**config.mk**
```make
export PLATFORM = sky130hd
export DESIGN_NAME = bucketed_slot_table_unit
export DESIGN_NICKNAME = d
export VERILOG_FILES = /design/src/design/bst_pkg.sv /design/src/design/bst_cell.sv /design/src/design/bst_ring.sv /design/src/design/bucketed_slot_table_unit.sv
export SDC_FILE = /design/constraint.sdc
export NUM_CORES = 2
export LEC_CHECK = 0
export BUFFER_PORTS_ARGS = -buffer_cell sky130_fd_sc_hd__buf_2
export CAP_MARGIN = 10
export CORE_MARGIN = 10
export CORE_UTILIZATION = 40
export CTS_BUF_LIST = sky130_fd_sc_hd__clkbuf_16
export DETAILED_ROUTE_END_ITERATION = 7
export GPL_ROUTABILITY_DRIVEN = 1
export SYNTH_ARGS = -nofsm -noshare
export SYNTH_HDL_FRONTEND = slang
export SYNTH_SLANG_ARGS = --single-unit
```
**constraint.sdc**
```tcl
create_clock -name clk_i -period 135.6 [get_ports clk_i]
set_input_delay 27.12 -clock clk_i [delete_from_list [all_inputs] [get_ports clk_i]]
set_output_delay 27.12 -clock clk_i [all_outputs]
set_load 0.01 [all_outputs]
```
**src/design/bst_pkg.sv**
```systemverilog
// Shared types, constants and helpers for the bucketed slot table.
`default_nettype none

package bst_pkg;

  localparam int SLOTS       = 64;
  localparam int BUCKET_SIZE = 100;
  localparam int VALUE_BITS  = 32;

  localparam int IDX_W  = (SLOTS > 1) ? $clog2(SLOTS) : 1;
  localparam int CNT_W  = $clog2(SLOTS + 1);
  localparam int BKT_W  = 16;
  localparam int DIST_W = 13;
  localparam int SITE_W = 32;

  typedef logic [VALUE_BITS-1:0] value_t;

  typedef enum logic [1:0] {
    OP_ADD  = 2'd0,
    OP_HAS  = 2'd1,
    OP_FIND = 2'd2,
    OP_LIST = 2'd3
  } op_e;

  typedef enum logic [1:0] {
    ST_OK           = 2'd0,
    ST_OUT_OF_RANGE = 2'd1,
    ST_NOT_FOUND    = 2'd2,
    ST_EMPTY_RANGE  = 2'd3
  } status_e;

  // one slot as it travels along the ring
  typedef struct packed {
    logic   valid;
    value_t value;
  } slot_t;

  typedef struct packed {
    logic   advance;
    logic   write;
    value_t wr_value;
  } ring_ctrl_t;

  function automatic value_t site_to_value(logic [SITE_W-1:0] s);
    value_t v;
    v = '0;
    for (int i = 0; i < VALUE_BITS; i++) begin
      if (i < SITE_W) v[i] = s[i];
    end
    return v;
  endfunction

  function automatic logic [SITE_W-1:0] value_to_site(value_t v);
    logic [SITE_W-1:0] s;
    s = '0;
    for (int i = 0; i < SITE_W; i++) begin
      if (i < VALUE_BITS) s[i] = v[i];
    end
    return s;
  endfunction

  function automatic logic [DIST_W-1:0] dist_of(logic [IDX_W-1:0] idx);
    logic [31:0] prod;
    prod = 32'(idx) * 32'(BUCKET_SIZE);
    return prod[DIST_W-1:0];
  endfunction

endpackage

`default_nettype wire

```
**src/design/bst_cell.sv**
```systemverilog
// One slot of the ring: holds a value and its valid bit, takes its neighbor's on advance.
`default_nettype none

module bst_cell
  import bst_pkg::*;
(
  input  wire logic  clk_i,
  input  wire logic  rst_ni,
  input  wire logic  advance_i,
  input  wire slot_t slot_i,
  output slot_t      slot_o
);

  logic   valid_q;
  value_t value_q;

  always_ff @(posedge clk_i or negedge rst_ni) begin
    if (!rst_ni) begin
      valid_q <= 1'b0;
    end else if (advance_i) begin
      valid_q <= slot_i.valid;
    end
  end

  always_ff @(posedge clk_i) begin
    if (advance_i) begin
      value_q <= slot_i.value;
    end
  end

  assign slot_o = '{valid: valid_q, value: value_q};

endmodule

`default_nettype wire

```
**src/design/bst_ring.sv**
```systemverilog
// Circular chain of slot cells; cell 0 is the head, the head re-enters at the tail.
`default_nettype none

module bst_ring
  import bst_pkg::*;
(
  input  wire logic       clk_i,
  input  wire logic       rst_ni,
  input  wire ring_ctrl_t ctrl_i,
  output slot_t           head_o
);

  slot_t cells [SLOTS];
  slot_t tail;

  // head either comes back around unchanged or is replaced by a write
  always_comb begin
    tail = cells[0];
    if (ctrl_i.write) begin
      tail = '{valid: 1'b1, value: ctrl_i.wr_value};
    end
  end

  for (genvar g = 0; g < SLOTS; g++) begin : g_cell
    if (g == SLOTS - 1) begin : g_tail
      bst_cell u_cell (
        .clk_i     (clk_i),
        .rst_ni    (rst_ni),
        .advance_i (ctrl_i.advance),
        .slot_i    (tail),
        .slot_o    (cells[g])
      );
    end else begin : g_mid
      bst_cell u_cell (
        .clk_i     (clk_i),
        .rst_ni    (rst_ni),
        .advance_i (ctrl_i.advance),
        .slot_i    (cells[g+1]),
        .slot_o    (cells[g])
      );
    end
  end

  assign head_o = cells[0];

endmodule

`default_nettype wire

```
**src/design/bucketed_slot_table_unit.sv**
```systemverilog
// Top level of the bucketed slot table: request decode, ring sweep control, result register.
// Every request rotates the slot ring once, sweeping all SLOTS slots past the head, and
// then loads its final result from the done state; one request at a time.
// The ring sets the sweep length: it shows one slot per cycle at its head when not paused.
// A list request pauses the ring while a hit waits to go out and the result register stalls.
// Reset (async, active low) clears all valid bits, the occupied count and the control state.
`default_nettype none

module bucketed_slot_table_unit
  import bst_pkg::*;
(
  input  wire logic        clk_i,
  input  wire logic        rst_ni,
  input  wire logic        in_valid_i,
  output logic             in_stall_o,
  input  wire logic [1:0]  op_i,
  input  wire logic [15:0] meters_i,
  input  wire logic [15:0] meters_to_i,
  input  wire logic [31:0] site_i,
  output logic             out_valid_o,
  input  wire logic        out_stall_i,
  output logic [1:0]       status_o,
  output logic             present_o,
  output logic [12:0]      bucket_distance_o,
  output logic [31:0]      site_value_o,
  output logic [6:0]       occupied_count_o,
  output logic             last_o
);

  localparam logic [1:0] S_IDLE  = 2'd0;
  localparam logic [1:0] S_SWEEP = 2'd1;
  localparam logic [1:0] S_DONE  = 2'd2;

  localparam logic [BKT_W-1:0] SlotsB   = BKT_W'(SLOTS);
  localparam logic [BKT_W-1:0] LastB    = BKT_W'(SLOTS - 1);
  localparam logic [IDX_W-1:0] LastIdx  = IDX_W'(SLOTS - 1);

  // bucket = (meters * ceil(2^26 / BUCKET_SIZE)) >> 26, exact for 16-bit distances
  localparam int DivShift = 26;
  localparam int DivProdW = BKT_W + DivShift;
  localparam logic [DivProdW-1:0] DivRecip =
    DivProdW'(((longint'(1) << DivShift) + BUCKET_SIZE - 1) / BUCKET_SIZE);

  logic [1:0]        state_q, state_d;
  logic [IDX_W-1:0]  idx_q, idx_d;
  logic [CNT_W-1:0]  count_q, count_d;
  op_e               op_q;
  logic [BKT_W-1:0]  from_q, to_q;
  value_t            site_q;
  logic              oor_q;
  logic              flag_q, flag_d;      // has answer, find hit, list held
  logic [DIST_W-1:0] held_dist_q, held_dist_d;
  logic [SITE_W-1:0] held_val_q, held_val_d;

  logic              out_valid_q, out_valid_d;
  status_e           out_st_q, out_st_d;
  logic              out_pres_q, out_pres_d;
  logic [DIST_W-1:0] out_dist_q, out_dist_d;
  logic [SITE_W-1:0] out_val_q, out_val_d;
  logic              out_last_q, out_last_d;
  logic [CNT_W-1:0]  out_cnt_q;
  logic              out_load;

  ring_ctrl_t        ring_ctrl;
  slot_t             head;

  logic              accept, can_push, idx_hit, in_rng, need_emit;
  logic [BKT_W-1:0]  idx_b, from_b, to_b;
  logic [DivProdW-1:0] from_prod, to_prod;

  bst_ring u_ring (
    .clk_i  (clk_i),
    .rst_ni (rst_ni),
    .ctrl_i (ring_ctrl),
    .head_o (head)
  );

  assign in_stall_o = (state_q != S_IDLE);
  assign accept     = in_valid_i && !in_stall_o;
  assign can_push   = !out_valid_q || !out_stall_i;

  assign from_prod = DivProdW'(meters_i) * DivRecip;
  assign to_prod   = DivProdW'(meters_to_i) * DivRecip;
  assign from_b    = from_prod[DivShift +: BKT_W];
  assign to_b      = to_prod[DivShift +: BKT_W];
  assign idx_b   = BKT_W'(idx_q);
  assign idx_hit = (idx_b == from_q);
  assign in_rng  = (op_q == OP_LIST) && (idx_b >= from_q) && (idx_b <= to_q);
  // a list hit can only move on once the previously held hit has gone out
  assign need_emit = in_rng && head.valid && flag_q;

  always_comb begin
    state_d     = state_q;
    idx_d       = idx_q;
    count_d     = count_q;
    flag_d      = flag_q;
    held_dist_d = held_dist_q;
    held_val_d  = held_val_q;
    ring_ctrl   = '{advance: 1'b0, write: 1'b0, wr_value: site_q};
    out_load    = 1'b0;
    out_st_d    = ST_OK;
    out_pres_d  = 1'b0;
    out_dist_d  = '0;
    out_val_d   = '0;
    out_last_d  = 1'b0;

    case (state_q)
      S_IDLE: begin
        if (accept) begin
          state_d = S_SWEEP;
          idx_d   = '0;
          flag_d  = 1'b0;
        end
      end
      S_SWEEP: begin
        if (!need_emit || can_push) begin
          ring_ctrl.advance = 1'b1;
          case (op_q)
            OP_ADD: begin
              if (idx_hit) begin
                ring_ctrl.write = 1'b1;
                if (!head.valid) count_d = count_q + 1'b1;
              end
            end
            OP_HAS: begin
              if (idx_hit) flag_d = head.valid;
            end
            OP_FIND: begin
              if (!flag_q && head.valid && head.value == site_q) begin
                flag_d      = 1'b1;
                held_dist_d = dist_of(idx_q);
              end
            end
            OP_LIST: begin
              if (in_rng && head.valid) begin
                if (flag_q) begin
                  out_load   = 1'b1;
                  out_pres_d = 1'b1;
                  out_dist_d = held_dist_q;
                  out_val_d  = held_val_q;
                end
                flag_d      = 1'b1;
                held_dist_d = dist_of(idx_q);
                held_val_d  = value_to_site(head.value);
              end
            end
            default: ;
          endcase
          if (idx_q == LastIdx) begin
            state_d = S_DONE;
            idx_d   = '0;
          end else begin
            idx_d = idx_q + 1'b1;
          end
        end
      end
      S_DONE: begin
        if (can_push) begin
          out_load   = 1'b1;
          out_last_d = 1'b1;
          state_d    = S_IDLE;
          case (op_q)
            OP_ADD: begin
              out_st_d   = oor_q ? ST_OUT_OF_RANGE : ST_OK;
              out_pres_d = !oor_q;
            end
            OP_HAS: begin
              out_st_d   = oor_q ? ST_OUT_OF_RANGE : ST_OK;
              out_pres_d = !oor_q && flag_q;
            end
            OP_FIND: begin
              out_st_d   = flag_q ? ST_OK : ST_NOT_FOUND;
              out_pres_d = flag_q;
              out_dist_d = flag_q ? held_dist_q : '0;
            end
            OP_LIST: begin
              out_st_d   = flag_q ? ST_OK : ST_EMPTY_RANGE;
              out_pres_d = flag_q;
              out_dist_d = flag_q ? held_dist_q : '0;
              out_val_d  = flag_q ? held_val_q : '0;
            end
            default: ;
          endcase
        end
      end
      default: state_d = S_IDLE;
    endcase
  end

  assign out_valid_d = out_load ? 1'b1 : (out_valid_q && out_stall_i);

  always_ff @(posedge clk_i or negedge rst_ni) begin
    if (!rst_ni) begin
      state_q     <= S_IDLE;
      idx_q       <= '0;
      count_q     <= '0;
      flag_q      <= 1'b0;
      out_valid_q <= 1'b0;
    end else begin
      state_q     <= state_d;
      idx_q       <= idx_d;
      count_q     <= count_d;
      flag_q      <= flag_d;
      out_valid_q <= out_valid_d;
    end
  end

  always_ff @(posedge clk_i) begin
    held_dist_q <= held_dist_d;
    held_val_q  <= held_val_d;
    if (accept) begin
      op_q   <= op_e'(op_i);
      from_q <= from_b;
      to_q   <= (to_b >= SlotsB) ? LastB : to_b;
      site_q <= site_to_value(site_i);
      oor_q  <= (from_b >= SlotsB);
    end
    if (out_load) begin
      out_st_q   <= out_st_d;
      out_pres_q <= out_pres_d;
      out_dist_q <= out_dist_d;
      out_val_q  <= out_val_d;
      out_last_q <= out_last_d;
      out_cnt_q  <= count_q;
    end
  end

  assign out_valid_o       = out_valid_q;
  assign status_o          = out_st_q;
  assign present_o         = out_pres_q;
  assign bucket_distance_o = out_dist_q;
  assign site_value_o      = out_val_q;
  assign occupied_count_o  = 7'(out_cnt_q);
  assign last_o            = out_last_q;

endmodule

`default_nettype wire

```
==> flow_metrics.tcl <==
set metrics [dict create \
    ys_ff_latch 2281 \
    fmax_mhz 31.2 \
    final_common_cell "edfxtp_1" \
    syn_area_per_cell_sq_um 21.7 \
    cts_resized 0 \
    wl_per_cell_microns 18.3 \
    yosysSeqAreaShare 0.834 \
    synth_warnings 0 \
    startpoint_type "input pin" \
    drt_iter0_markers 2709 \
    vias 32200 \
    peakVddDrop_mv 0.0177 \
    seq_area_sq_mm 0.0681 \
    die_h_microns 472 \
    hold_slack_ns 0.380 \
    ant_nets 0 \
    start_util 0.403 \
    synth_edf_count 2200 \
    critPathKind "in -> reg" \
    avgViaCountPerCell 4.62 \
    rsz0062_at_grt "no" \
    whs_path_depth 0 \
    worst_pin_slew_ns 1.13 \
    setup_ws_ns 103.53 \
    final_util 0.458 \
    drive_gt1_frac 0.141 \
    synth-async-reset-ratio 0.0355 \
    period_share 0.237 \
    final_cell_mix "edfxtp_1 (2200), inv_1 (413), ha_1 (319), clkbuf_16 (213), fa_1 (197)" \
    p_per_area_mw_per_mm2 21.8 \
    hold_viol 0 \
    reg2regPathDepth 13 \
    max_slew_margin 0.245 \
    arrival_ns 32.59 \
    insertion_delay_ns 0.84 \
    power_mw 2.02 \
    path_max_fanout 6 \
    dieWidth_microns 472 \
    grt_use_total 0.114 \
    antenna_found_initial 9 \
    cts.sinks 2281 \
    cts_tree "built" \
    syn_inst 3759 \
    hp-start "u_ring.g_cell[29].g_mid.u_cell.value_q[7]" \
    grt_max_degree 215 \
    syn_to_final_growth_pct 13.6 \
    r2r_start "idx_q[1]" \
    hpwlAfterDp_mm 77.9 \
    finalSetupViolations 0 \
    post_cts_buffers 0 \
    cts_buffer_depth 3 \
    io_buffers 125 \
    r2r_slack_ns 128.48 \
    rows 165 \
    coreArea_sq_mm 0.203 \
    multi_input_area_sq_mm 0.0121 \
    dieArea_sq_mm 0.223 \
    ys.flop_type "edfxtp_1" \
    cts_buffers 211 \
    syn_area_sq_mm 0.0817 \
    skew_ns 0.0631 \
    post-route-drc-count 0 \
    dp_slack_ns 102.74 \
    hold_path.class "reg -> reg" \
    ctsHtreeMaxLevel 4 \
    hold_buffers 0 \
    gr-total-overflow 0 \
    min_to "u_ring.g_cell[28].g_mid.u_cell.value_q[7]" \
    clk_pin_slew_ns 0.06 \
    required_ns 136.11 \
    fin_crit_ns 32.07 \
    routed_wl_mm 127 \
    grt_pass1_wl_mm 197 \
    first_pass_iters 5 \
    tns_ns 0 \
    synth_cell_types 71 \
    r2r_end "u_ring.g_cell[19].g_mid.u_cell.value_q[21]" \
    ios 128 \
    run_status "complete, no violations" \
    fin_nets 4689 \
    gp_congestion 0.810 \
    report.final.slew_viol_count 0 \
    maxCapViolCount 0 \
    fillers 16900 \
    grt_pass1_vias 32900 \
    p_leak_nw 30.5 \
    cp-end-kind "flip-flop" \
    cts-root-buf "clkbuf_16" \
]
-- layer usage --
metal | GRT usage | share of wire | routed length [microns]
met5 | 0 | 0.00016 | 21
met4 | 0.0401 | 0.029 | 3670
met3 | 0.0224 | 0.038 | 4870
met2 | 0.175 | 0.46 | 58500
met1 | 0.161 | 0.47 | 60400
-- worst max-delay path, stage by stage --
cell,delay (ns)
buf_2,0.18
fa_1,0.66
inv_1,0.09
fa_1,0.50
inv_1,0.06
fa_1,0.43
fa_1,0.49
fa_1,0.52
fa_1,0.49
ha_1,0.35
nand4_1,0.21
nor4_1,0.45
nand2_1,0.12
nor3_1,0.15
nor4_1,0.09
or3_1,0.37
nand3_1,0.18
nand3_1,0.11
-- cell families after synthesis --
family,after synthesis,share of synthesized area
simple gates,238,0.0164
xor+xnor,59,0.00633
mux,97,0.0134
buf+inv,391,0.0184
flops,2281,0.834
fa+ha+maj,516,0.0972
other cells,1,0.0000459
compound gates,176,0.0147
-- how the worst max path moves through the flow --
stage,depth (start not counted),endpoint,startpoint,slack (ns)
6_report,18,to_q[0],meters_to_i[13],103.53
3_3_place_gp,20,to_q[2],meters_to_i[4],102.81
4_1_cts,18,to_q[0],meters_to_i[13],103.61
5_1_grt,18,to_q[0],meters_to_i[13],103.21
3_5_place_dp,9,u_ring.g_cell[17].g_mid.u_cell.value_q[21],out_stall_i,102.74
2_1_floorplan,6,held_dist_q[10],out_stall_i,63.57
-- synthesized netlist by cell type (32+ instances only) --
master	instances	area share
xor2_1	40	0.0043
nand2_1	38	0.0017
dfrtp_1	81	0.025
mux2_2	96	0.013
ha_1	319	0.049
fa_1	197	0.048
nor2_1	32	0.0015
edfxtp_1	2200	0.81
a21oi_1	50	0.0031
inv_1	367	0.017
and2_2	32	0.0029
-- registers in the layout, summed over array words and instances (netlist names) --
register and count:
bucket_distance_o 11, held_val_q 32, site_value_o 32, held_dist_q 11, state_q 2, u_ring.g_cell.g_tail.u_cell.value_q 32, u_ring.g_cell.g_tail.u_cell.valid_q 1, out_valid_o 1
site_q 32, u_ring.g_cell.g_mid.u_cell.value_q 2016, from_q 10, u_ring.g_cell.g_mid.u_cell.valid_q 63, status_o 2, op_q 2, count_q 7, idx_q 6
flag_q 1, oor_q 1, occupied_count_o 7, present_o 1, last_o 1, to_q 10
-- per-stage QoR --
step                      instances  area (sq um)
after global placement         6562         85800
after detailed placement       6562         85800
after global routing           6963         92800
after CTS                      6962         92800
after floorplan                3764         81700
final                          6965         92800
-- report_power, final --
group          total (mW)  internal (mW)  switching [mW]
combinational       0.424          0.135           0.289
clock               0.578          0.327           0.251
sequential           1.02          0.984          0.0359
-- cell type report --
class,count,share of cell area
flip-flops and latches,2281,0.734
multi-input cells,1092,0.131
clock buffers,213,0.0575
well taps,2672,0.0360
clock inverters,187,0.0173
inverters,367,0.0149
repair buffers,150,0.00933
diodes,3,0.0000809
Power figures use the tool's default switching activity.
